<file path="src/hw/rtl/assert_macros.svh">
// ----------------------------------------------------------------------------
// Assertion macros
// Shared concurrent assertion forms for the waypoint generator RTL.
// ----------------------------------------------------------------------------
`ifndef ASSERT_MACROS_SVH
`define ASSERT_MACROS_SVH

// same-cycle implication
`define SSW_ASSERT_IMPLIES(label, clk, rst_n, ante, cons) \
  label: assert property (@(posedge clk) disable iff (!rst_n) (ante) |-> (cons)) \
    else $error("ssw assertion failed");

// next-cycle implication
`define SSW_ASSERT_NEXT(label, clk, rst_n, ante, cons) \
  label: assert property (@(posedge clk) disable iff (!rst_n) (ante) |=> (cons)) \
    else $error("ssw assertion failed");

`endif

</file>
<file path="src/hw/rtl/ssw_pkg.sv">
// ----------------------------------------------------------------------------
// ssw_pkg
// Types and constants of the straight segment waypoint generator.
// ----------------------------------------------------------------------------
`default_nettype none

package ssw_pkg;

  typedef struct packed {
    logic signed [31:0] start_x;
    logic signed [31:0] start_y;
    logic signed [31:0] start_z;
    logic signed [31:0] end_x;
    logic signed [31:0] end_y;
    logic signed [31:0] end_z;
  } ssw_in_t;

  typedef struct packed {
    logic signed [31:0] point_x;
    logic signed [31:0] point_y;
    logic signed [31:0] point_z;
    logic signed [15:0] heading_qz;
    logic signed [15:0] heading_qw;
    logic [6:0]         point_index;
    logic               last_point;
    logic               steps_clipped;
  } ssw_out_t;

  typedef struct packed {
    logic busy;
    logic done;
  } ssw_unit_sts_t;

  localparam int CFG_AW = 3;
  localparam logic REG_SPACING = 1'b0;

  localparam int SPACING_W = 23;
  localparam logic [SPACING_W-1:0] SPACING_RST = 23'd32768;
  localparam logic [SPACING_W-1:0] SPACING_MIN = 23'd3277;
  localparam logic [64:0] NEAR_LIMIT = 65'd4294;
  localparam logic [15:0] Q15_MAX = 16'd32767;

  // shared divider geometry
  localparam int DIV_LW = 32;
  localparam int DIV_DW = 33;
  localparam int DIV_CW = 6;

endpackage

`default_nettype wire

</file>
<file path="src/hw/rtl/ssw_div.sv">
// ----------------------------------------------------------------------------
// ssw_div
// Restoring bit-serial divider, one quotient bit per cycle.
// ----------------------------------------------------------------------------
`default_nettype none

module ssw_div (
  input  logic                          clk,
  input  logic                          rst_n,
  input  logic                          start,
  input  logic [ssw_pkg::DIV_DW-1:0]    hi_in,
  input  logic [ssw_pkg::DIV_LW-1:0]    lo_in,
  input  logic [ssw_pkg::DIV_DW-1:0]    den_in,
  input  logic [ssw_pkg::DIV_CW-1:0]    cnt_in,
  output logic [ssw_pkg::DIV_LW-1:0]    quot,
  output logic [ssw_pkg::DIV_DW-1:0]    rem,
  output ssw_pkg::ssw_unit_sts_t        sts
);
  import ssw_pkg::*;

  logic [DIV_DW-1:0] rem_r;
  logic [DIV_LW-1:0] lo_r;
  logic [DIV_DW-1:0] den_r;
  logic [DIV_CW-1:0] cnt_r;
  logic              busy_r;
  logic              done_r;
  logic [DIV_DW:0]   sh;
  logic              ge;

  assign sh = {rem_r, lo_r[DIV_LW-1]};
  assign ge = sh >= {1'b0, den_r};

  always_ff @(posedge clk) begin
    if (!rst_n) begin
      busy_r <= 1'b0;
      done_r <= 1'b0;
    end else begin
      done_r <= 1'b0;
      if (start) begin
        busy_r <= 1'b1;
      end else if (busy_r && cnt_r == DIV_CW'(1)) begin
        busy_r <= 1'b0;
        done_r <= 1'b1;
      end
    end
  end

  always_ff @(posedge clk) begin
    if (start) begin
      rem_r <= hi_in;
      lo_r  <= lo_in;
      den_r <= den_in;
      cnt_r <= cnt_in;
    end else if (busy_r) begin
      rem_r <= ge ? DIV_DW'(sh - {1'b0, den_r}) : sh[DIV_DW-1:0];
      lo_r  <= {lo_r[DIV_LW-2:0], ge};
      cnt_r <= cnt_r - DIV_CW'(1);
    end
  end

  assign quot = lo_r;
  assign rem  = rem_r;
  assign sts  = '{busy: busy_r, done: done_r};

endmodule

`default_nettype wire

</file>
<file path="config.mk">
export PLATFORM = sky130hd
export DESIGN_NAME = ssw_div
export DESIGN_NICKNAME = d
export VERILOG_FILES = /design/src/hw/rtl/assert_macros.svh /design/src/hw/rtl/ssw_pkg.sv /design/src/hw/rtl/ssw_div.sv
export SDC_FILE = /design/constraint.sdc
export NUM_CORES = 1
export LEC_CHECK = 0
export BUFFER_PORTS_ARGS = -buffer_cell sky130_fd_sc_hd__buf_4
export CORE_MARGIN = 2
export CORE_UTILIZATION = 25
export CTS_BUF_LIST = sky130_fd_sc_hd__clkbuf_8
export CTS_CLUSTER_SIZE = 12
export DETAILED_ROUTE_END_ITERATION = 10
export GPL_TIMING_DRIVEN = 1
export SETUP_SLACK_MARGIN = 0.15
export SLEW_MARGIN = 20
export SYNTH_ARGS = -nofsm -noshare
export SYNTH_HDL_FRONTEND = slang
export SYNTH_SLANG_ARGS = --single-unit
</file>
<file path="constraint.sdc">
create_clock -name clk -period 3.2 [get_ports clk]
set_input_delay 0.16 -clock clk [delete_from_list [all_inputs] [get_ports clk]]
set_output_delay 0.16 -clock clk [all_outputs]
set_load 0.005 [all_outputs]
</file>
== Word level (Yosys, flattened, before mapping) ==
Index checks and enable logic that the tools add are counted.

* Register bits after elaboration: 106
* Bits of input ports: 107

* $add $sub $neg: 2
* $lt $le $gt $ge: 1
* Equality and inequality tests: 1
* Multiplexer cells: 10
* Bitwise gates (word level): 1
* Reduce and logical (&&, ||, !) cells: 4

{| class="wikitable"
|+ Operator list
! kind !! count
|-
| $mux W33 || 3
|-
| $mux W32 || 2
|-
| $ge A34 B33 Y1 || 1
|-
| $sub A33 B33 Y33 || 1
|-
| $mux W6 || 2
|-
| $eq A6 B1 Y1 const B || 1
|-
| $sub A6 B1 Y6 const B || 1
|-
| $reduce_bool A2 Y1 || 2
|-
| $mux W1 || 3
|-
| $reduce_or A2 Y1 || 1
|-
| $logic_and A1 B1 Y1 || 1
|-
| $not A1 Y1 || 1
|}

== Logic depth before layout (Yosys ltp) ==
Gate-level depths: netlist of the first run.

* Depth in word-level cells: 4
* Gate-level depth with buffers: 14

== Worst setup path before layout of the first run ==
Ideal clock, no wire load.

* Path kind: reg-to-reg
* Start point: register rem_r[0], in the netlist rem[0]
* End point: register rem_r[23], in the netlist rem[23], data pin
* Arrival time: 2.697 ns
* Setup slack: 0.243 ns
* Stages on the path, launching flop included: 11
* Period minus slack after synthesis: 2.957 ns
* Cells stage by stage: edfxtp_1 ha_1 nor2b_1 o31a_1 o41a_1 a41oi_2 o21ai_1 a31oi_1 xor2_1 o21ai_0 mux2_2

* Cells in the longest elaborated chain, start to end: 4

{| class="wikitable"
|+ RTL lines
! element !! line !! text
|-
| start, declared || ssw_div.sv:21 || <nowiki>logic [DIV_DW-1:0] rem_r;</nowiki>
|-
| start signal, assigned || ssw_div.sv:50 || <nowiki>rem_r <= hi_in;</nowiki>
|-
| start signal, assigned || ssw_div.sv:55 || <nowiki>rem_r <= ge ? DIV_DW'(sh - {1'b0, den_r}) : sh[DIV_DW-1:0];</nowiki>
|-
| $sub A33 B33 Y33 or $ge A34 B33 Y1 (tied branches) || ssw_div.sv:55, ssw_div.sv:31 ||
|-
| $mux W33 (*) || ssw_div.sv:55 ||
|-
| $mux W33 (*) || ssw_div.sv:54 || <nowiki>end else if (busy_r) begin</nowiki>
|-
| $mux W33 (*) || ssw_div.sv:49 || <nowiki>if (start) begin</nowiki>
|}

Every way passes the cells marked *; elsewhere a longest branch is shown, timed or not. The select of a mux whose other input is x is not followed.
A chain may end at the register's enable or synchronous reset.

== Worst setup path in the final report of the first run ==
* Start point: register rem_r[21], in the netlist rem[21]
* End point: register rem_r[24], in the netlist rem[24], data pin

The elaborated chain is that of the path after synthesis.

==> results of run 1 <==
-- per-stage QoR --
step,hold WS [ns],power [mW],utilization,instances
floorplan,0.2589,3.776,-,581
detailed placement,0.3395,4.985,0.3338,1108
global route,0.01817,6.987,0.3840,1189
global placement,0.3393,4.972,0.3338,1108
CTS,0.0008525,6.102,0.3611,1163
finish,0.02523,6.515,0.3840,1189
-- what timing repair did --
item	4_1_cts	5_1_grt
pin swaps	2	23
endpoints found under the hold margin	35	0
hold buffers	34	0
resized for setup	9	58
endpoints found under the setup margin	27	33
cloned	0	2
setup buffers	5	23
-- area by class of cell --
class,instances,share of cell area
Multi-Input combinational cell,405,0.3464
Sequential cell,106,0.3281
Timing Repair Buffer,285,0.2423
Tap cell,330,0.04282
Inverter,47,0.01830
Clock buffer,9,0.01285
Clock inverter,7,0.009343
-- power by group through the flow --
| stage | combinational (mW) | clock (mW) | sequential [mW] |
|---|---|---|---|
| 3_3_place_gp | 2.93 | 0 | 2.04 |
| 2_1_floorplan | 1.75 | 0 | 2.03 |
| 5_1_grt | 3.91 | 1.02 | 2.06 |
| 4_1_cts | 3.11 | 0.975 | 2.02 |
| 6_report | 3.55 | 0.936 | 2.03 |
| 3_5_place_dp | 2.94 | 0 | 2.05 |
-- how the worst max path moves through the flow --
stage,from,to,cells past startpoint
after global placement,rem[2]$_DFFE_PP_,rem[31]$_DFFE_PP_,11
final,rem[21]$_DFFE_PP_,rem[24]$_DFFE_PP_,9
after floorplan,rem[0]$_DFFE_PP_,rem[23]$_DFFE_PP_,10
after detailed placement,quot[31]$_DFFE_PP_,rem[24]$_DFFE_PP_,13
after CTS,rem[25]$_DFFE_PP_,rem[24]$_DFFE_PP_,9
after global routing,rem[0]$_DFFE_PP_,rem[31]$_DFFE_PP_,11
-- cell usage in the layout (no fill, tap or decap), drive strengths merged, types with 3 or more instances in the layout --
master	n
xor2	12
inv	51
a21oi	49
o21bai	4
nor4	3
nor2	35
edfxtp	104
a21o	10
or3	3
a31oi	4
dlygate4sd3	34
mux2i	7
o21a	4
nand2b	4
mux2	53
nand2	45
buf	249
nor2b	5
nor3	8
clkbuf	11
and2	8
o31ai	6
ha	35
nor3b	3
xnor2	18
o21ai	40
nand4	3
nand3	9
a211oi	3
-- layer usage --
| layer | vias to the layer above | global-route usage |
|---|---|---|
| li1 | 2676 | - |
| met1 | 2535 | 0.1751 |
| met2 | 154 | 0.2225 |
| met3 | 12 | 0.04798 |
| met4 | 0 | 0.03748 |
| met5 | - | 0 |
-- worst max-delay path, delay by kind of cell, from the launching register on --
family / cells / cell delay [ns]
DFF: 1 / 0.48
AOI/OAI and AO/OA: 3 / 0.49
adders and majority gates: 1 / 0.31
and+or+nand+nor: 5 / 1.59
-- flip-flops by register name, summed over array words and instances (netlist names) --
signal	cells
busy_r	1
quot	32
done_r	1
rem	33
cnt_r	6
den_r	33
-- logic make-up after synthesis --
family                   share of synthesized area
AO/OA/AOI/OAI                               0.1338
XOR/XNOR                                   0.04113
adder cells (fa/ha/maj)                    0.07168
buffers and inverters                      0.04426
flip-flops                                  0.4951
multiplexers                                0.1044
AND/OR/NAND/NOR                             0.1097
==> metrics.csv, run 1 <==
stage,metric,value,unit
outcome,outcome,"complete, no violations",
synthesis,syn_avg_cell_area,11.00,um2
detailed_routing,drc,0,
floorplan,fp.dieH,163.9,um
worst_setup_path,crit_chain,ha_4 > and4_4 > nand2_2 > or3_4 > or3_4 > o311ai_4 > o21ba_4 > or4_4 > a32oi_2,
synthesis,syn-instance-count,581,
pwr,power_density,675.7,nW/um2
run,max_cap_viol_count,0,
placed_design,gp_congestion,0.8394,
hold_path,hold_path_end,cnt_r[0]$_DFFE_PP_,
synthesis,synth_top_cells_by_area,"edfxtp_1 49%, mux2_2 9.3%, ha_1 6.9%",
pwr,p_seq_frac,0.312,
detailed_routing,ant_nets,0,
detailed_routing,dr.pass1.iters,4,
worst_setup_path,arrival,3.26,ns
detailed_routing,wire_per_inst,16.15,um
pwr,switching_share,0.3703,
global_route,grt-ovfl-total,0,
timing,grt_setup_unrepaired,yes,
synthesis,synth_flop_cell,edfxtp_1,
synthesis,ys_warn_count,0,
synthesis,ys_ff_latch,106,
timing,fin_setup_tns,0,ns
pwr,peakVddDrop,0.0002523,V
placed_design,place_area,8382,um2
layout,fin_nets,997,
synthesis,synth_top_area_frac,0.4888,
timing,slew_violations,0,
timing,period_share,0.9422,
detailed_routing,viasPerCell,4.522,
layout,nFillCells,2541,
floorplan,die_area,26850,um2
timing,finalSetupViolCount,0,
detailed_routing,wirelength,19.20,mm
detailed_routing,drtIter0Drc,342,
placed_design,place_ws,0.01831,ns
synthesis,syn-num-nets,724,
pwr,p_leak,4.052,nW
worst_setup_path,start_kind,flop,
cts,path_clk_slew,0.12,ns
cts,htreeDepth,3,
layout,seq_area,3163,um2
worst_setup_path,crit_path_end_kind,flop,
detailed_routing,met3_length,1.499,mm
pwr,p_comb_frac,0.545,
cts,numCtsBuffers,9,
global_route,antenna_found_initial,0,
layout,final_cell_area,9642,um2
global_route,grtUsageTotal,0.1378,
synthesis,synth-edff-count,104,
layout,multi_input_area,3339,um2
floorplan,start_util,0.2544,
synthesis,yosys.cell_count.top_type,edfxtp_1,
worst_setup_path,cpMaxStageDelayCell,or4_4,
timing,min_period,3.015,ns
timing,layout_setup_ws,0.1849,ns
layout,area_growth,50.92,%
placed_design,io_buffers,173,
worst_setup_path,cp_max_fo,4,
pwr,pwr-share-clk,0.144,
timing,fmax,0.3317,GHz
synthesis,synth.yosys.seq_area_share,0.4951,
cts,cts_tree,done,
worst_setup_path,reg2reg_to,rem[24]$_DFFE_PP_,
synthesis,synthTopCellsByCount,"104 x edfxtp_1, 53 x mux2_2, 49 x a21oi_1",
worst_setup_path,cp.required,3.45,ns
layout,antenna_cells,0,
hold_path,worstHoldStart,cnt_in[0],
layout,drive_above_1_share,0.4366,
worst_setup_path,rr_worst_depth,9,
pwr,switching_power,2.413,mW
floorplan,core-area,25110,um2
detailed_routing,wl_met2,9.033,mm
synthesis,synth_async_sr_flop_share,0,
detailed_routing,m1WireLength,8.458,mm
timing,worst_slew_pin_slew,0.6543,ns
worst_setup_path,r2r_slack,0.18,ns
floorplan,rows,58,
worst_setup_path,critPathMaxStageDelay,0.52,ns
synthesis,ys_types,63,
worst_setup_path,r2r-start,rem[21]$_DFFE_PP_,
worst_setup_path,timing.critical_path.mode_cell,or3_4,
pwr,p_int,4.102,mW
detailed_routing,top_layer_used,met4,
synthesis,synth.largest_area_cell,edfxtp_1,
global_route,grt_max_degree,125,
cts,cts_root_buffer,clkbuf_8,
hold_path,hp-class,input pin to flop,
cts,clk_latency,0.40,ns
floorplan,die_width,163.9,um
hold_path,hold_depth,3,
global_route,grt_pass1_wl,28.66,mm
global_route,grt_pass1_vias,5402,
detailed_routing,vias,5377,
timing,finClkSkew,0.02217,ns
timing,max_slew_margin,0.5638,
cts,clock_path_buffers,2,
placed_design,dp_hpwl,13.65,mm
floorplan,ios,174,
timing,finalHoldViolCount,0,
worst_setup_path,critical_path_class,flop to flop,
cts,clkSinkCount,106,
synthesis,synth_area,6389,um2
Note: power is estimated with default switching activity, not from simulation.
==> run 2: changes to the inputs <==
--- a/config.mk
+++ b/config.mk
@@ -6,7 +6,6 @@
 export NUM_CORES = 1
 export LEC_CHECK = 0
 export BUFFER_PORTS_ARGS = -buffer_cell sky130_fd_sc_hd__buf_4
-export CORE_MARGIN = 2
 export CORE_UTILIZATION = 25
 export CTS_BUF_LIST = sky130_fd_sc_hd__clkbuf_8
 export CTS_CLUSTER_SIZE = 12
==> constraint.sdc (replaced) <==
create_clock -name clk -period 3.67 [get_ports clk]
set_input_delay 0.1835 -clock clk [delete_from_list [all_inputs] [get_ports clk]]
set_output_delay 0.1835 -clock clk [all_outputs]
set_load 0.005 [all_outputs]
==> run 2 against run 1 <==
Design area is 10% lower. Combinational power is 34% lower. Die area decreased by 2.4%. Total power shrank 25%. Fmax fell by 8.4%. Sequential power shrank 13%. Non-clock buffer count decreased by 72. Register-to-register slack improved by 0.19 ns. First-iteration DRC count shrank 36%. Sequential cell count is the same. Hold slack better by 0.030 ns. Sequential share of layout area grew 3.8 points.
==> metrics.csv, run 2 (synthesized netlist as in run 1, its figures left out) <==
stage,metric,value,unit
detailed_routing,vias,5059,
floorplan,core-area,25110,um2
cts,numCtsBuffers,9,
timing,slew_violations,0,
detailed_routing,drc,0,
worst_setup_path,crit_path_end_kind,flop,
cts,cts_root_buffer,clkbuf_8,
timing,period_share,0.8974,
timing,fin_setup_tns,0,ns
worst_setup_path,cp.required,3.78,ns
worst_setup_path,arrival,3.41,ns
floorplan,ios,174,
timing,fmax,0.3036,GHz
layout,drive_above_1_share,0.3316,
detailed_routing,wire_per_inst,15.84,um
layout,antenna_cells,0,
worst_setup_path,rr_worst_depth,10,
detailed_routing,viasPerCell,4.529,
timing,finalHoldViolCount,0,
worst_setup_path,r2r_slack,0.38,ns
worst_setup_path,path_delay_family,simple AND/OR/NAND/NOR gates,
hold_path,worstHoldStart,cnt_in[5],
cts,postCtsSetupBuffers,0,
placed_design,io_buffers,173,
layout,fin_nets,925,
layout,layout_commonest_cell,buf_4,
placed_design,dp_hpwl,13.15,mm
cts,clock_path_buffers,2,
hold_path,hp-class,input pin to flop,
global_route,grt_pass1_vias,5191,
hold_path,hold_depth,3,
timing,layout_setup_ws,0.3767,ns
worst_setup_path,cp_max_fo,11,
pwr,p_leak,3.612,nW
pwr,power_density,562.9,nW/um2
worst_setup_path,crit_chain,ha_1 > and4_4 > nand2_2 > or3_4 > or3_1 > o311ai_1 > o21bai_4 > buf_4 > mux2i_1 > o21ai_0,
global_route,grt_pass1_wl,27.44,mm
global_route,antenna_found_initial,0,
hold_path,hold_path_end,cnt_r[5]$_DFFE_PP_,
cts,clk_latency,0.40,ns
detailed_routing,wirelength,17.69,mm
cts,htreeDepth,3,
worst_setup_path,cpMaxStageDelayCell,ha_1,
placed_design,place_area,8066,um2
floorplan,die_area,26200,um2
detailed_routing,drtIter0Drc,218,
timing,finClkSkew,0.02568,ns
layout,final_cell_mix,"176 x buf_4, 104 x edfxtp_1, 53 x mux2_2",
worst_setup_path,r2r-start,rem[22]$_DFFE_PP_,
global_route,grtUsageTotal,0.1355,
cts,cts_tree,done,
detailed_routing,wl_met2,8.243,mm
placed_design,gp_congestion,0.8467,
placed_design,place_ws,0.2553,ns
worst_setup_path,start_kind,flop,
floorplan,die_width,161.9,um
global_route,grt-ovfl-total,0,
run,max_cap_viol_count,0,
worst_setup_path,crit_buf_inv,1,
timing,worst_slew_pin_slew,0.7582,ns
cts,path_clk_slew,0.12,ns
floorplan,rows,58,
outcome,outcome,"complete, no violations",
detailed_routing,top_layer_used,met4,
detailed_routing,m1WireLength,7.826,mm
detailed_routing,ant_nets,0,
timing,finalSetupViolCount,0,
floorplan,fp.dieH,161.9,um
worst_setup_path,critical_path_class,flop to flop,
detailed_routing,met3_length,1.431,mm
detailed_routing,dr.pass1.iters,4,
floorplan,start_util,0.2544,
cts,clkSinkCount,106,
worst_setup_path,reg2reg_to,rem[30]$_DFFE_PP_,
timing,max_slew_margin,0.4945,
pwr,peakVddDrop,0.0002114,V
global_route,grt_max_degree,125,
layout,final_cell_area,8651,um2
worst_setup_path,critPathMaxStageDelay,0.45,ns
timing,min_period,3.293,ns
layout,area_growth,35.41,%
timing,grt_setup_unrepaired,no,
-- run 2: metrics by stage --
stage               std cells  hold WS [ns]  utilization  power, mW
global placement         1066        0.3631       0.3213      4.086
detailed placement       1066        0.3632       0.3213      4.105
CTS                      1116       0.03350       0.3423      4.896
floorplan                 581        0.2824            -      3.293
finish                   1117       0.05519       0.3445      4.870
global route             1117       0.03601       0.3445      5.226
-- run 2: what timing repair did --
item                                    CTS  global route
endpoints found under the setup margin    0            17
hold endpoints to repair                 35             0
hold buffers                             34             0
gates resized for setup                   0             5
-- run 2: area by class of cell --
cell class	count	area [um2]
multi-input cells	405	2989
well taps	330	412.9
repair buffers	213	1722
fillers	2620	16460
inverters	47	176.4
flip-flops and latches	106	3163
clock inverters	7	63.81
clock buffers	9	123.9
-- run 2: how the worst max path moves through the flow --
stage                   endpoint  cells after the start  slack [ns]          startpoint
2_1_floorplan  rem[23]$_DFFE_PP_                     10        0.71    rem[0]$_DFFE_PP_
6_report       rem[30]$_DFFE_PP_                     10        0.38   rem[22]$_DFFE_PP_
4_1_cts        rem[24]$_DFFE_PP_                     12        0.21  quot[31]$_DFFE_PP_
3_5_place_dp   rem[24]$_DFFE_PP_                     12        0.26  quot[31]$_DFFE_PP_
5_1_grt        rem[31]$_DFFE_PP_                      9        0.16   rem[11]$_DFFE_PP_
3_3_place_gp   rem[19]$_DFFE_PP_                     13        0.42  quot[31]$_DFFE_PP_
-- run 2: worst register-to-register path, cell delays in order, from the launching register on --
cell	delay, ns
edfxtp_1	0.44
ha_1	0.45
and4_4	0.30
nand2_2	0.06
or3_4	0.39
or3_1	0.36
o311ai_1	0.10
o21bai_4	0.27
buf_4	0.26
mux2i_1	0.26
o21ai_0	0.11
-- run 2: routing by layer --
metal	GRT usage	vias up
met3	0.04877	13
met1	0.1714	2344
met2	0.2202	158
li1	-	2544
met5	0	-
met4	0.02959	0
-- run 2: power breakdown --
part	leakage, nW	switching [mW]	internal, mW
Sequential	1.05	0.159	1.61
Clock	0.0923	0.479	0.261
Combinational	2.47	1.22	1.14
==> run 3: changes to the inputs <==
==> constraint.sdc (replaced) <==
create_clock -name clk -period 3.67 [get_ports clk]
set_input_delay 0.5505 -clock clk [delete_from_list [all_inputs] [get_ports clk]]
set_output_delay 0.5505 -clock clk [all_outputs]
set_load 0.005 [all_outputs]
==> run 3 against run 2 <==
Total power is essentially flat. Clock skew about the same. Routed wire length down 1.0%. Non-clock buffer count is 28 lower. Design area fell by 3.5%. First-iteration DRC count rose by 3.2%. Largest power group unchanged. Clock-buffer cell count increased by 1. Global-route usage increased by 0.070 points. Critical endpoint is now rem[24]$_DFFE_PP_. Final cell count is 2.5% lower.
==> metrics.csv, run 3 (synthesized netlist as in run 1, its figures left out) <==
stage,metric,value,unit
layout,multi_input_area,2975,um2
layout,seq_area,3163,um2
global_route,grt-ovfl-total,0,
floorplan,core-area,25110,um2
global_route,grt_max_degree,125,
timing,max_slew_margin,0.5275,
detailed_routing,dr.pass1.iters,5,
outcome,outcome,"complete, no violations",
cts,clkSinkCount,106,
global_route,grt_pass1_wl,27.46,mm
timing,worst_slew_pin_slew,0.7088,ns
cts,cts_hold_buf,0,
detailed_routing,wire_per_inst,16.08,um
layout,layout_commonest_cell,buf_4,
worst_setup_path,cp_max_fo,14,
run,max_cap_viol_count,0,
floorplan,die_area,26200,um2
timing,fmax,0.2957,GHz
layout,final_cell_mix,"183 x buf_4, 104 x edfxtp_1, 53 x mux2_2",
timing,fin_hold_ws,0.3110,ns
global_route,grtUsageTotal,0.1362,
layout,final_util,0.3325,
placed_design,gp_congestion,0.8517,
detailed_routing,drtIter0Drc,225,
timing,fin_setup_tns,0,ns
global_route,antenna_found_initial,1,
cts,path_clk_slew,0.12,ns
cts,htreeDepth,3,
timing,finalSetupViolCount,0,
worst_setup_path,cp.required,3.91,ns
cts,cts_tree,done,
detailed_routing,wirelength,17.51,mm
detailed_routing,drc,0,
pwr,power.total,4.866,mW
floorplan,die_width,161.9,um
detailed_routing,viasPerCell,4.534,
layout,area_growth,30.67,%
worst_setup_path,critical_path_class,flop to flop,
floorplan,rows,58,
timing,finalHoldViolCount,0,
cts,postCtsSetupBuffers,0,
floorplan,start_util,0.2544,
cts,clock_path_buffers,2,
timing,period_share,0.9215,
layout,fin_nets,897,
placed_design,place_ws,0.2252,ns
cts,post_cts_resized,0,
placed_design,io_buffers,173,
timing,grt_setup_unrepaired,no,
timing,layout_setup_ws,0.2880,ns
cts,numCtsBuffers,9,
hold_path,hp-class,input pin to flop,
cts,clk_latency,0.40,ns
timing,min_period,3.382,ns
pwr,peakVddDrop,0.0002296,V
detailed_routing,vias,4938,
layout,nFillCells,2637,
timing,slew_violations,0,
floorplan,ios,174,
timing,finClkSkew,0.02559,ns
detailed_routing,ant_nets,0,
pwr,power_density,582.9,nW/um2
worst_setup_path,crit_path_end_kind,flop,
cts,cts_root_buffer,clkbuf_8,
layout,drive_above_1_share,0.3531,
placed_design,dp_hpwl,13.16,mm
layout,antenna_cells,0,
pwr,p_leak,3.494,nW
floorplan,fp.dieH,161.9,um
worst_setup_path,start_kind,flop,
global_route,grt_pass1_vias,5149,
worst_setup_path,arrival,3.62,ns
[run 3: cell count changes in the layout (fill, tap and decap cells not counted), sizes merged]
cell | previous run | this run
dlygate4sd3 | 34 | 0
clkinvlp | 2 | 1
clkbuf | 9 | 10
buf | 179 | 185
clkinv | 1 | 3
inv | 51 | 49
[run 3: final timing paths]
kind / from / end / slack (ns) / depth (start not counted)
hold / removal: den_in[24] / den_r[24]$_DFFE_PP_ / 0.31 / 1
setup reg to reg: rem[22]$_DFFE_PP_ / rem[24]$_DFFE_PP_ / 0.29 / 9
hold reg to reg: busy_r$_SDFFE_PN0P_ / done_r$_SDFF_PP0_ / 0.52 / 1
setup / recovery: rem[22]$_DFFE_PP_ / rem[24]$_DFFE_PP_ / 0.29 / 9
[run 3: per-stage QoR]
| stage | instance area (um2) | std cells |
|---|---|---|
| floorplan | 6389 | 581 |
| global placement | 8099 | 1072 |
| detailed placement | 8099 | 1072 |
| CTS | 8298 | 1088 |
| global route | 8348 | 1089 |
| finish | 8348 | 1089 |
[run 3: cell type report]
class,instances,share of cell area
inverters,47,0.02113
repair buffers,185,0.1703
multi-input cells,405,0.3564
clock buffers,10,0.01649
clock inverters,6,0.007344
flip-flops and latches,106,0.3789
well taps,330,0.04946
[run 3: report_power, final]
| group | switching [mW] | internal (mW) | total (mW) |
|---|---|---|---|
| Clock | 0.473 | 0.281 | 0.755 |
| Sequential | 0.161 | 1.61 | 1.77 |
| Combinational | 1.21 | 1.14 | 2.34 |
| Total | 1.84 | 3.03 | 4.87 |
[run 3: layer usage]
layer  track usage  vias to the layer above  share of wire
li1              -                     2480              -
met1        0.1672                     2291           0.44
met2        0.2214                      150           0.46
met3       0.05414                       15          0.092
met4       0.03473                        2          0.010
met5             0                        -        0.00097
[run 3: worst max-delay path: stages, from the launching register on]
cell	delay, ns
edfxtp_1	0.46
ha_2	0.44
and4_4	0.27
nand2_2	0.06
or3_4	0.39
or3_1	0.37
o311ai_1	0.10
o21ba_2	0.34
or4_1	0.55
a32oi_1	0.24
