[config.mk]
export PLATFORM = sky130hd
export DESIGN_NAME = ssw_isqrt
export DESIGN_NICKNAME = d
export VERILOG_FILES = /design/src/hw/rtl/assert_macros.svh /design/src/hw/rtl/ssw_pkg.sv /design/src/hw/rtl/ssw_isqrt.sv
export SDC_FILE = /design/constraint.sdc
export NUM_CORES = 1
export LEC_CHECK = 0
export BUFFER_PORTS_ARGS = -buffer_cell sky130_fd_sc_hd__buf_2
export CAP_MARGIN = 20
export CORE_MARGIN = 2
export CORE_UTILIZATION = 50
export CTS_CLUSTER_DIAMETER = 100
export DETAILED_ROUTE_END_ITERATION = 10
export PLACE_DENSITY = 0.71
export SETUP_SLACK_MARGIN = 0.15
export SYNTH_ARGS = -nofsm -noshare
export SYNTH_HDL_FRONTEND = slang
export SYNTH_SLANG_ARGS = --single-unit
[constraint.sdc]
create_clock -name clk -period 12.3 [get_ports clk]
set_clock_uncertainty 0.15 [all_clocks]
set_input_delay 0.615 -clock clk [delete_from_list [all_inputs] [get_ports clk]]
set_output_delay 0.615 -clock clk [all_outputs]
set_load 0.02 [all_outputs]
[src/hw/rtl/assert_macros.svh]
// ----------------------------------------------------------------------------
// Assertion macros
// Shared concurrent assertion forms for the waypoint generator RTL.
// ----------------------------------------------------------------------------
`ifndef ASSERT_MACROS_SVH
`define ASSERT_MACROS_SVH

// same-cycle implication
`define SSW_ASSERT_IMPLIES(label, clk, rst_n, ante, cons) \
  label: assert property (@(posedge clk) disable iff (!rst_n) (ante) |-> (cons)) \
    else $error("ssw assertion failed");

// next-cycle implication
`define SSW_ASSERT_NEXT(label, clk, rst_n, ante, cons) \
  label: assert property (@(posedge clk) disable iff (!rst_n) (ante) |=> (cons)) \
    else $error("ssw assertion failed");

`endif

[src/hw/rtl/ssw_pkg.sv]
// ----------------------------------------------------------------------------
// ssw_pkg
// Types and constants of the straight segment waypoint generator.
// ----------------------------------------------------------------------------
`default_nettype none

package ssw_pkg;

  typedef struct packed {
    logic signed [31:0] start_x;
    logic signed [31:0] start_y;
    logic signed [31:0] start_z;
    logic signed [31:0] end_x;
    logic signed [31:0] end_y;
    logic signed [31:0] end_z;
  } ssw_in_t;

  typedef struct packed {
    logic signed [31:0] point_x;
    logic signed [31:0] point_y;
    logic signed [31:0] point_z;
    logic signed [15:0] heading_qz;
    logic signed [15:0] heading_qw;
    logic [6:0]         point_index;
    logic               last_point;
    logic               steps_clipped;
  } ssw_out_t;

  typedef struct packed {
    logic busy;
    logic done;
  } ssw_unit_sts_t;

  localparam int CFG_AW = 3;
  localparam logic REG_SPACING = 1'b0;

  localparam int SPACING_W = 23;
  localparam logic [SPACING_W-1:0] SPACING_RST = 23'd32768;
  localparam logic [SPACING_W-1:0] SPACING_MIN = 23'd3277;
  localparam logic [64:0] NEAR_LIMIT = 65'd4294;
  localparam logic [15:0] Q15_MAX = 16'd32767;

  // shared divider geometry
  localparam int DIV_LW = 32;
  localparam int DIV_DW = 33;
  localparam int DIV_CW = 6;

endpackage

`default_nettype wire

[src/hw/rtl/ssw_isqrt.sv]
// ----------------------------------------------------------------------------
// ssw_isqrt
// Digit-by-digit integer square root of a 64-bit value, with remainder.
// ----------------------------------------------------------------------------
`default_nettype none

module ssw_isqrt (
  input  logic                   clk,
  input  logic                   rst_n,
  input  logic                   start,
  input  logic [63:0]            v_in,
  output logic [31:0]            root,
  output logic [63:0]            rem,
  output ssw_pkg::ssw_unit_sts_t sts
);
  import ssw_pkg::*;

  logic [63:0] v_r;
  logic [63:0] res_r;
  logic [63:0] bit_r;
  logic        busy_r;
  logic        done_r;
  logic [63:0] trial;

  assign trial = res_r + bit_r;

  always_ff @(posedge clk) begin
    if (!rst_n) begin
      busy_r <= 1'b0;
      done_r <= 1'b0;
    end else begin
      done_r <= 1'b0;
      if (start) begin
        busy_r <= 1'b1;
      end else if (busy_r && bit_r[0]) begin
        busy_r <= 1'b0;
        done_r <= 1'b1;
      end
    end
  end

  always_ff @(posedge clk) begin
    if (start) begin
      v_r   <= v_in;
      res_r <= '0;
      bit_r <= 64'h4000_0000_0000_0000;
    end else if (busy_r) begin
      if (v_r >= trial) begin
        v_r   <= v_r - trial;
        res_r <= (res_r >> 1) + bit_r;
      end else begin
        res_r <= res_r >> 1;
      end
      bit_r <= bit_r >> 2;
    end
  end

  assign root = res_r[31:0];
  assign rem  = v_r;
  assign sts  = '{busy: busy_r, done: done_r};

endmodule

`default_nettype wire

# Yosys cells after proc, flatten, opt, wreduce, memory -nomap -nowiden
# Index checks and enable logic that the tools add are counted.
[op_classes]
add_sub_neg = 3
n_lt_le_gt_ge = 1
mux = 7
n_bitwise = 1
reduce_logical = 6
[op_table]
columns = ["cell", "n"]
rows = [
  ["64-bit 2-to-1 mux", 4],
  ["63-bit by 63-bit adder with 64-bit output", 1],
  ["64-bit by 63-bit adder with 64-bit output", 1],
  ["64-bit >= comparator", 1],
  ["64-bit subtractor", 1],
  ["2-bit nonzero test", 3],
  ["1-bit 2-to-1 mux", 3],
  ["2-bit AND reduction", 1],
  ["2-bit OR reduction", 1],
  ["1-bit logical AND", 1],
  ["1-bit inverter", 1],
]
[totals]
reg_bits = 162
inputBits = 67
output_inout_bits = 98
elab_cells = 23

# Depth between registers and ports, before layout
# Gate-level depths: netlist of run 1.
[depth]
ltp_word = 5
mapped_depth = 27
mapped_depth_nobuf = 25

# Worst setup path before layout of run 1
# OpenSTA, ideal clock, no wires.
[synth_path]
path_kind = "reg-to-reg"
from = "register bit_r[0]"
to = "register v_r[0] (netlist: rem[0]) (enable)"
setup_ns = 0.394
arrival_ns = 5.299
required_time_ns = 11.756
slack_ns = 6.456
stages_incl_launch_ff = 26
path_buffers = 3
period_less_slack_ns = 5.844
cell_sequence = "dfxtp_1 > ha_1 > ha_1 > a21o_1 > a31o_2 > a211o_1 > a211o_1 > a21o_1 > a31oi_1 > o31a_1 > o21ai_1 > a21oi_1 > nor2b_1 > xnor2_1 > ha_1 > clkbuf_1 > nand2_1 > nor3_1 > nand4_1 > o21bai_1 > a21oi_1 > o31a_1 > buf_2 > buf_2 > nor2_1 > or2_2"
[synth_between]
elab_chain_len = 4
[synth_lines]
columns = ["element", "line_no", "rtl"]
rows = [
  ["start: declaration", "ssw_isqrt.sv:20", "logic [63:0] bit_r;"],
  ["start signal: assignment", "ssw_isqrt.sv:54", "bit_r <= bit_r >> 2;"],
  ["64-bit by 63-bit adder with 64-bit output", "ssw_isqrt.sv:25", "assign trial = res_r + bit_r;"],
  ["64-bit >= comparator", "ssw_isqrt.sv:48", "if (v_r >= trial) begin"],
  ["2-bit nonzero test (no source line)", "n/a", ""],
  ["2-bit AND reduction (no source line)", "n/a", ""],
  ["end signal: assignment", "ssw_isqrt.sv:44", "v_r <= v_in;"],
  ["end signal: assignment", "ssw_isqrt.sv:49", "v_r <= v_r - trial;"],
  ["end: declaration", "ssw_isqrt.sv:18", "logic [63:0] v_r;"],
]
# No other way between the ends.
# A chain may end at the register's enable or synchronous reset.

# Worst setup path after layout of run 1
[layout_path]
from = "register res_r[2]"
to = "register res_r[53]"
[layout_between]
elab_chain_len = 3
word_cells_on_any_way = 4
classes_between = "add/sub: 2; order compare: 1; mux: 1"
[layout_lines]
columns = ["element", "line_no", "rtl"]
rows = [
  ["start: declaration", "ssw_isqrt.sv:19", "logic [63:0] res_r;"],
  ["start signal: assignment", "ssw_isqrt.sv:50", "res_r <= (res_r >> 1) + bit_r;"],
  ["start signal: assignment", "ssw_isqrt.sv:52", "res_r <= res_r >> 1;"],
  ["64-bit by 63-bit adder with 64-bit output", "ssw_isqrt.sv:25", ""],
  ["64-bit >= comparator", "ssw_isqrt.sv:48", ""],
  ["64-bit 2-to-1 mux *", "ssw_isqrt.sv:48", ""],
]
# Every way passes the cells marked *; elsewhere a longest branch is shown, timed or not.

==> results of run 1 <==
-- metrics by stage --
stage,worst slack (ns),std cells,power [mW]
floorplan,6.456,1887,2.019
global placement,5.450,2298,2.394
detailed placement,5.203,2298,2.417
CTS,5.134,2330,2.953
global route,4.588,2330,3.171
finish,5.097,2330,2.968
-- sequential cells by signal, indices dropped and copies added (netlist names) --
| name | flops |
|---|---|
| busy_r | 1 |
| done_r | 1 |
| rem | 64 |
| bit_r | 32 |
| res_r | 64 |
-- power by group through the flow --
stage          Clock (mW)  Sequential [mW]  Combinational (mW)
4_1_cts             0.536            0.817                1.60
5_1_grt             0.555            0.833                1.78
2_1_floorplan           0            0.877                1.14
6_report            0.528            0.819                1.62
3_5_place_dp            0            0.827                1.59
3_3_place_gp            0            0.826                1.57
-- cell usage after synthesis, types with 15 or more instances --
master / n
nand4_1: 46
o21ai_1: 15
or3_1: 22
nand2_1: 197
a31oi_1: 52
a311oi_1: 17
nor2_1: 176
dfxtp_1: 98
a21oi_1: 130
o21bai_1: 29
mux2i_1: 45
xor2_1: 76
a21o_1: 59
nor3_1: 23
clkbuf_1: 93
a31o_2: 18
xnor2_1: 72
ha_1: 130
edfxtp_1: 64
a211oi_1: 41
inv_1: 43
nand3_1: 23
nor2b_1: 21
o21ai_0: 167
buf_4: 36
-- worst max-delay path, cell delays in order (launching register included) --
cell      delay [ns]
dfxtp_1         0.43
ha_1            0.31
a31oi_1         0.28
o21bai_1        0.17
a211oi_2        0.50
o21bai_2        0.24
a211oi_1        0.28
o21ai_1         0.16
a21oi_1         0.35
o31ai_1         0.18
a21oi_1         0.25
o21bai_1        0.12
xnor2_1         0.14
ha_1            0.39
a21o_1          0.21
a21o_1          0.18
a21oi_1         0.17
o21ai_0         0.14
o21bai_1        0.17
a21oi_1         0.13
o31a_2          0.18
buf_4           0.74
inv_1           0.57
o21ai_0         0.24
xor2_1          0.09
a211oi_1        0.28
-- logic make-up after synthesis --
| kind of cell | after synthesis |
|---|---|
| flip-flops | 162 |
| adder cells (fa/ha/maj) | 131 |
| buffers and inverters | 192 |
| multiplexers | 50 |
| AND/OR/NAND/NOR | 573 |
| XOR/XNOR | 148 |
| AO/OA/AOI/OAI | 631 |
-- path summary, 6_finish.rpt --
check             slack [ns]  cells after the start                     end
setup / recovery        5.10                     25  res_r[53]$_SDFFE_PP0P_
hold / removal          0.24                      2     busy_r$_SDFFE_PN0P_
setup reg to reg        5.10                     25  res_r[53]$_SDFFE_PP0P_
hold reg to reg         0.35                      2       done_r$_SDFF_PP0_
-- layer usage --
layer,track usage,wire length (um),vias to the layer above
li1,-,-,7017
met1,0.3709,19780,6607
met2,0.3961,17940,458
met3,0.03565,2585,60
met4,0.07266,788,0
met5,0,0,-
-- cell type report --
type / instances / area (um2)
clock buffers: 19 / 454.2
clock inverters: 13 / 118.9
fillers: 2818 / 13390
inverters: 44 / 165.2
multi-input cells: 1533 / 10190
flip-flops and latches: 162 / 3887
well taps: 390 / 488.0
repair buffers: 169 / 864.6
==> results.sh, run 1 <==
export IMPL_period_share=0.5856
export IMPL_critPathArrivalTime_ns=7.39
export IMPL_r2r_start="res_r[2]$_SDFFE_PP0P_"
export IMPL_p_seq_frac=0.276
export IMPL_start_kind="flop"
export IMPL_die_w_um=177.0
export IMPL_die_h_um=177.0
export IMPL_hold_viol=0
export IMPL_p_switching_mw=1.381
export IMPL_dieArea_mm2=0.03134
export IMPL_hp_start="rst_n"
export IMPL_syn_area_mm2=0.01497
export IMPL_holdBufCountCts=0
export IMPL_vias=14140
export IMPL_drive_gt1_frac=0.1309
export IMPL_cts_made_buffers=17
export IMPL_clk_pin_slew_ns=0.07
export IMPL_rsz0062_at_grt="no"
export IMPL_grt_first_pass_wirelength_um=65280
export IMPL_cts_root_buf="clkbuf_16"
export IMPL_diodes=0
export IMPL_p_per_area_mw_per_mm2=183.5
export IMPL_yosysUniqueCellTypes=82
export IMPL_fin_nets=2125
export IMPL_mostFrequentLayoutCell="nand2_1"
export IMPL_grt_max_degree=105
export IMPL_dominantRegCellSynth="dfxtp_1"
export IMPL_run_status="finished, final reports clean"
export IMPL_synth_area_top_cells="dfxtp_1 13%, edfxtp_1 13%, ha_1 11%"
export IMPL_power_frac_comb=0.546
export IMPL_ir_drop_uv=126.6
export IMPL_maxCapViolCount=0
export IMPL_htree_levels=4
export IMPL_firstDrtPassIters=5
export IMPL_cts_tree="yes"
export IMPL_post_cts_resized=0
export IMPL_antenna_found_initial=0
export IMPL_remaining_drc_errors=0
export IMPL_num_rows=63
export IMPL_place_area_mm2=0.01560
export IMPL_synth_compound_area_share=0.2734
export IMPL_syn_nets=2085
export IMPL_yosys_warnings=0
export IMPL_cts_setup_buffers=0
export IMPL_p_int_mw=1.587
export IMPL_tns_ns=0
export IMPL_yosysTopAreaCell="dfxtp_1"
export IMPL_min_path_type="primary input to flop"
export IMPL_fmax_ghz=0.1388
export IMPL_final_cell_mix="197 x nand2_1, 176 x nor2_1, 167 x o21ai_0, 163 x buf_2"
export IMPL_wl_per_cell_um=17.64
export IMPL_core_mm2=0.02956
export IMPL_cp_end_kind="flop"
export IMPL_startpoint="res_r[2]$_SDFFE_PP0P_"
export IMPL_crit_type="flop to flop"
export IMPL_place_port_buffers=164
export IMPL_grt_pass1_vias=12900
export IMPL_drt_wl_total_um=41100
export IMPL_setup_violations_final=0
export IMPL_fin_hold_ws_ns=0.2413
export IMPL_switching_share=0.4653
export IMPL_worst_slew_pin_slew_ns=0.9594
export IMPL_ys_ff_latch=162
export IMPL_drt_iter0_markers=1144
export IMPL_clkSinkCount=162
export IMPL_synth_simple_gate_area_frac=0.1770
export IMPL_drtAntennaViolNets=0
export IMPL_p_leak_nw=6.484
export IMPL_initial_core_util=0.5065
export IMPL_gp_congestion=0.9831
export IMPL_synth_top_family_by_area="compound AO/OA/AOI/OAI gates"
export IMPL_clock_latency_ns=0.45
export IMPL_slew_headroom=0.3604
export IMPL_grt_overflow_total=0
export IMPL_dp_final_hpwl_um=31070
export IMPL_clockPowerShare=0.178
export IMPL_area_delta_synth_final_pct=8.015
export IMPL_via_per_inst=6.070
export IMPL_synth_top_cell_area_share=0.1310
export IMPL_final_util=0.5471
export IMPL_seq_area_frac_synth=0.2594
export IMPL_synthCells=1887
export IMPL_finalMaxSlewViolations=0
export IMPL_required_ns=12.49
export IMPL_synth_area_mux_share=0.03385
export IMPL_period_needed_ns=7.203
export IMPL_num_io_pins=165
export IMPL_worstPathMaxFanout=104
export IMPL_synthArstFlopShare=0
export IMPL_synth_xor_area_frac=0.08658
export IMPL_clockBufferDepth=2
export IMPL_stdcell_area_mm2=0.01617
export IMPL_grt_total_usage=0.2565
export IMPL_syn_area_per_cell_um2=7.934
export IMPL_synth_fa_ha_area_frac=0.1100
export IMPL_synth_edf_count=64
Power figures use the tool's default switching activity.
==> run 2, diff against run 1 <==
Settings changed: PLACE_DENSITY 0.71 to 0.73.
Clock period 12.3 ns to 6.5 ns, I/O delays scaled along.
==> run 2 against run 1 <==
Against the previous run: die area is the same; sequential share of layout area shrank 0.72 points; non-clock buffer count grew 40; worst setup slack lost 4.7 ns; final cell count grew 1.7%; critical path depth shrank 1; combinational power grew 96%.
==> results.sh, run 2 (synthesized netlist as in run 1, its figures left out) <==
export IMPL_finalMaxSlewViolations=0
export IMPL_power_frac_comb=0.553
export IMPL_drt_wl_total_um=41740
export IMPL_total_power_mw=5.761
export IMPL_area_delta_synth_final_pct=11.35
export IMPL_period_share=0.9378
export IMPL_start_kind="flop"
export IMPL_clockPowerShare=0.180
export IMPL_grt_overflow_total=0
export IMPL_diodes=0
export IMPL_max_stage_delay_ns=0.44
export IMPL_p_leak_nw=6.711
export IMPL_grt_pass1_vias=13080
export IMPL_ir_drop_uv=201.2
export IMPL_p_seq_frac=0.267
export IMPL_drt_iter0_markers=1078
export IMPL_cts_root_buf="clkbuf_16"
export IMPL_setup_violations_final=0
export IMPL_dp_cells=2304
export IMPL_grt_total_usage=0.2610
export IMPL_required_ns=6.52
export IMPL_cpMaxStageDelayCell="dfxtp_1"
export IMPL_rsz0062_at_grt="no"
export IMPL_cts_tree="yes"
export IMPL_core_mm2=0.02956
export IMPL_via_per_inst=6.073
export IMPL_p_int_mw=3.111
export IMPL_gp_congestion=0.9433
export IMPL_critPathBufInv=2
export IMPL_num_rows=63
export IMPL_wl_per_cell_um=17.61
export IMPL_p_switching_mw=2.650
export IMPL_dp_final_hpwl_um=30740
export IMPL_crit_type="flop to flop"
export IMPL_fin_nets=2165
export IMPL_fin_hold_ws_ns=0.009021
export IMPL_firstDrtPassIters=5
export IMPL_clockBufferDepth=2
export IMPL_die_h_um=177.0
export IMPL_final_util=0.5640
export IMPL_tns_ns=0
export IMPL_grt_max_degree=143
export IMPL_mostFrequentLayoutCell="nand2_1"
export IMPL_htree_levels=4
export IMPL_worstPathMaxFanout=38
export IMPL_clk_pin_slew_ns=0.07
export IMPL_die_w_um=177.0
export IMPL_slew_headroom=0.3890
export IMPL_antenna_found_initial=0
export IMPL_p_per_area_mw_per_mm2=345.6
export IMPL_clkSinkCount=162
export IMPL_cts_made_buffers=17
export IMPL_run_status="finished, final reports clean"
export IMPL_period_needed_ns=6.096
export IMPL_maxCapViolCount=0
export IMPL_drive_gt1_frac=0.1354
export IMPL_critical_path_cell_chain="ha_1 -> a31oi_1 -> o21bai_2 -> a211oi_2 -> buf_4 -> o21bai_4 -> a211oi_1 -> o21ai_1 -> a21oi_1 -> o31ai_2 -> a21oi_1 -> o21bai_1 -> xnor2_1 -> ha_1 -> a21o_1 -> a21o_1 -> a21oi_1 -> o21ai_0 -> o21bai_1 -> a21oi_1 -> o31a_4 -> nor2_1 -> or2_2 -> buf_8"
export IMPL_switching_share=0.4600
export IMPL_path_common_cell="a21oi_1"
export IMPL_stdcell_count=2370
export IMPL_cp_end_kind="flop"
export IMPL_dieArea_mm2=0.03134
export IMPL_clock_latency_ns=0.45
export IMPL_min_path_type="primary input to flop"
export IMPL_worst_slew_pin_slew_ns=0.9165
export IMPL_drtAntennaViolNets=0
export IMPL_critPathArrivalTime_ns=6.11
export IMPL_hold_viol=0
export IMPL_grt_first_pass_wirelength_um=66410
export IMPL_final_cell_mix="197 x nand2_1, 176 x nor2_1, 167 x o21ai_0, 163 x buf_2"
export IMPL_crit_family="compound AO/OA/AOI/OAI gates"
export IMPL_place_port_buffers=164
export IMPL_vias=14390
export IMPL_num_io_pins=165
export IMPL_fmax_ghz=0.1640
export IMPL_initial_core_util=0.5065
export IMPL_remaining_drc_errors=0
## run 2: cell types whose count changed in the layout (fill, tap and decap cells not counted), sizes merged
cell	change
clkinvlp	+2
dlygate4sd3	+30
clkinv	-3
bufinv	+1
inv	+1
buf	+9
## run 2: area by class of cell
type	count	area, um2
clock buffer	18	450.4
clock inverter	14	137.6
fill	2775	12890
inverter	44	168.9
multi-input combinational	1533	10220
sequential	162	3887
tap	390	488.0
timing repair buffer	209	1314
## run 2: worst min-delay path: stages
cell     delay [ns]
buf_2          0.07
nand2_1        0.04
o21ai_0        0.06
## run 2: path summary, 6_finish.rpt
check | startpoint | to | slack (ns) | cells after the start
worst max-delay path | res_r[2]$_SDFFE_PP0P_ | rem[28]$_DFFE_PP_ | 0.40 | 24
worst min register to register | bit_r[0]$_SDFFE_PP0P_ | done_r$_SDFF_PP0_ | 0.34 | 2
worst min-delay path | v_in[40] | rem[40]$_DFFE_PP_ | 0.009 | 3
worst max register to register | res_r[2]$_SDFFE_PP0P_ | rem[28]$_DFFE_PP_ | 0.40 | 24
## run 2: routing by layer
| layer | GRT usage | vias to the layer above | part of all wire |
|---|---|---|---|
| met5 | 0 | - | 0 |
| met2 | 0.4097 | 510 | 0.45 |
| li1 | - | 7068 | - |
| met3 | 0.04424 | 65 | 0.071 |
| met4 | 0.07541 | 0 | 0.019 |
| met1 | 0.3665 | 6750 | 0.47 |
## run 2: stage by stage
| step | worst slack, ns | instance area, um2 |
|---|---|---|
| floorplan | 0.6565 | 14970 |
| global placement | 0.4964 | 15670 |
| detailed placement | 0.3069 | 15670 |
| CTS | 0.2782 | 16560 |
| global route | 0.1498 | 16670 |
| finish | 0.4042 | 16670 |
## run 2: power groups by stage
stage | logic [mW] | registers [mW] | clock network (mW)
6_report | 3.18 | 1.54 | 1.04
5_1_grt | 3.50 | 1.56 | 1.10
4_1_cts | 3.07 | 1.53 | 1.05
3_5_place_dp | 3.04 | 1.55 | 0
3_3_place_gp | 3.01 | 1.55 | 0
2_1_floorplan | 2.16 | 1.66 | 0
## run 2: repair_timing
action,CTS,global route
buffers inserted,0,3
endpoints found under the setup margin,0,123
hold buffers,30,0
endpoints found under the hold margin,31,0
gates resized for setup,0,11
==> run 3, diff against run 2 <==
Settings changed: CORE_ASPECT_RATIO from default to 1.75.
==> run 3 against run 2 <==
Against the previous run: core utilization increased by 1.4 points; fmax increased by 0.12%; power increased by 1.1%; final area increased by 1.9%; critical path type unchanged.
==> results.sh, run 3 (synthesized netlist as in run 1, its figures left out) <==
export IMPL_wl_per_cell_um=18.68
export IMPL_initial_core_util=0.5094
export IMPL_drt_wl_total_um=44880
export IMPL_power_frac_comb=0.563
export IMPL_grt_total_usage=0.2835
export IMPL_clock_latency_ns=0.46
export IMPL_required_ns=6.49
export IMPL_worstPathMaxFanout=35
export IMPL_drt_iter0_markers=851
export IMPL_mostFrequentLayoutCell="nand2_1"
export IMPL_timing_reg2reg_setup_slack_ns=0.41
export IMPL_period_needed_ns=6.089
export IMPL_run_status="finished, final reports clean"
export IMPL_hold_viol=0
export IMPL_fin_nets=2206
export IMPL_antenna_found_initial=0
export IMPL_grt_pass1_vias=14440
export IMPL_clockPowerShare=0.174
export IMPL_num_io_pins=165
export IMPL_grt_max_degree=91
export IMPL_setup_violations_final=0
export IMPL_hp_start="v_in[17]"
export IMPL_dieArea_mm2=0.03140
export IMPL_dp_final_hpwl_um=34380
export IMPL_r2r_end="rem[33]$_DFFE_PP_"
export IMPL_total_power_mw=5.825
export IMPL_cts_root_buf="clkbuf_16"
export IMPL_critical_path_cell_chain="ha_1 -> ha_1 -> a21o_1 -> a31o_2 -> a211o_1 -> a211o_1 -> a21o_1 -> a31oi_1 -> o31a_1 -> o21ai_1 -> a21oi_1 -> nor2b_1 -> xnor2_1 -> ha_1 -> nand2_1 -> nor3_2 -> nand4_1 -> o21bai_1 -> a21oi_1 -> o31a_2 -> nor2_1 -> or2_2 -> buf_12"
export IMPL_final_util=0.5780
export IMPL_min_delay_path_depth=3
export IMPL_start_kind="flop"
export IMPL_reg2reg_depth=23
export IMPL_die_h_um=232.9
export IMPL_cpMaxStageDelayCell="ha_1"
export IMPL_diodes=0
export IMPL_period_share=0.9367
export IMPL_crit_type="flop to flop"
export IMPL_die_w_um=134.8
export IMPL_area_delta_synth_final_pct=13.46
export IMPL_place_port_buffers=164
export IMPL_clockBufferDepth=2
export IMPL_cts_made_buffers=17
export IMPL_min_path_type="primary input to flop"
export IMPL_drtAntennaViolNets=0
export IMPL_grt_overflow_total=0
export IMPL_p_per_area_mw_per_mm2=342.9
export IMPL_final_cell_mix="197 x nand2_1, 176 x nor2_1, 167 x o21ai_0, 163 x buf_2"
export IMPL_r2r_start="bit_r[0]$_SDFFE_PP0P_"
export IMPL_switching_share=0.4596
export IMPL_core_mm2=0.02939
export IMPL_tns_ns=0
export IMPL_cp_end_kind="flop"
export IMPL_ir_drop_uv=221.2
export IMPL_num_rows=83
export IMPL_drive_gt1_frac=0.1465
export IMPL_fmax_ghz=0.1642
export IMPL_remaining_drc_errors=0
export IMPL_max_stage_delay_ns=0.41
export IMPL_clk_pin_slew_ns=0.07
export IMPL_vias=14660
export IMPL_maxCapViolCount=0
export IMPL_clkSinkCount=162
export IMPL_critPathArrivalTime_ns=6.08
export IMPL_p_int_mw=3.148
export IMPL_path_common_cell="ha_1"
export IMPL_p_seq_frac=0.263
export IMPL_htree_levels=4
export IMPL_p_leak_nw=6.882
export IMPL_p_switching_mw=2.677
export IMPL_grt_first_pass_wirelength_um=71040
export IMPL_gp_congestion=1.034
export IMPL_worst_slew_pin_slew_ns=0.9817
export IMPL_slew_headroom=0.3455
export IMPL_worstHoldEndpoint="rem[17]$_DFFE_PP_"
export IMPL_cts_tree="yes"
export IMPL_firstDrtPassIters=5
export IMPL_finalMaxSlewViolations=0
export IMPL_via_per_inst=6.099
export IMPL_rsz0062_at_grt="no"
## run 3: cell count changes in the layout (fill, tap and decap cells not counted), sizes merged
cell	change
clkbuf	-1
buf	+24
inv	-1
clkinv	+1
dlygate4sd3	+18
## run 3: final cells by class
class | instances | area, um2
flip-flops and latches | 162 | 3889
well taps | 382 | 478.0
fillers | 2711 | 12400
multi-input cells | 1533 | 10230
inverters | 44 | 168.9
repair buffers | 250 | 1655
clock buffers | 18 | 439.2
clock inverters | 14 | 127.6
## run 3: per-stage QoR
stage	std cells	hold WS (ns)	area, um2	setup WS, ns
after detailed placement	2322	0.3511	15880	0.2723
after CTS	2402	0.0003018	16930	0.2335
after global routing	2403	0.02092	16990	0.2044
final	2403	0.01204	16990	0.4113
after global placement	2322	0.3465	15880	0.4028
after floorplan	1887	0.2925	14970	0.6565
## run 3: layer usage
layer | global-route usage | vias up | routed length (um)
met5 | 0 | - | 0
met4 | 0.2039 | 0 | 3329
met3 | 0.03355 | 170 | 1528
met2 | 0.5362 | 448 | 23890
met1 | 0.2795 | 6889 | 16130
li1 | - | 7150 | -
## run 3: power by group through the flow
stage / Clock, mW / Combinational (mW) / Sequential, mW
after floorplan: 0 / 2.16 / 1.66
after global placement: 0 / 3.13 / 1.55
after global routing: 1.05 / 3.59 / 1.56
final: 1.01 / 3.28 / 1.53
after CTS: 1.03 / 3.23 / 1.53
after detailed placement: 0 / 3.19 / 1.55
## run 3: worst max path at each step
stage                          startpoint                endpoint  slack (ns)
global placement    res_r[2]$_SDFFE_PP0P_  res_r[43]$_SDFFE_PP0P_        0.40
global route        bit_r[0]$_SDFFE_PP0P_       rem[60]$_DFFE_PP_        0.20
CTS                 res_r[2]$_SDFFE_PP0P_  res_r[47]$_SDFFE_PP0P_        0.23
finish              bit_r[0]$_SDFFE_PP0P_       rem[33]$_DFFE_PP_        0.41
floorplan           bit_r[0]$_SDFFE_PP0P_        rem[0]$_DFFE_PP_        0.66
detailed placement  res_r[2]$_SDFFE_PP0P_  res_r[47]$_SDFFE_PP0P_        0.27
## run 3: critical path, delay by kind of cell, from the launching register on
| kind | cells | cell delay [ns] |
|---|---|---|
| compound gates | 12 | 2.70 |
| simple gates | 6 | 1.30 |
| fa+ha+maj | 3 | 0.84 |
| flops | 1 | 0.35 |
| buf+inv | 1 | 0.22 |
| xor+xnor | 1 | 0.13 |
## run 3: timing repair
action,4_1_cts,5_1_grt
setup endpoints to repair,0,116
hold endpoints to repair,49,0
resized for setup,0,9
hold buffers,48,0
buffers inserted,0,1
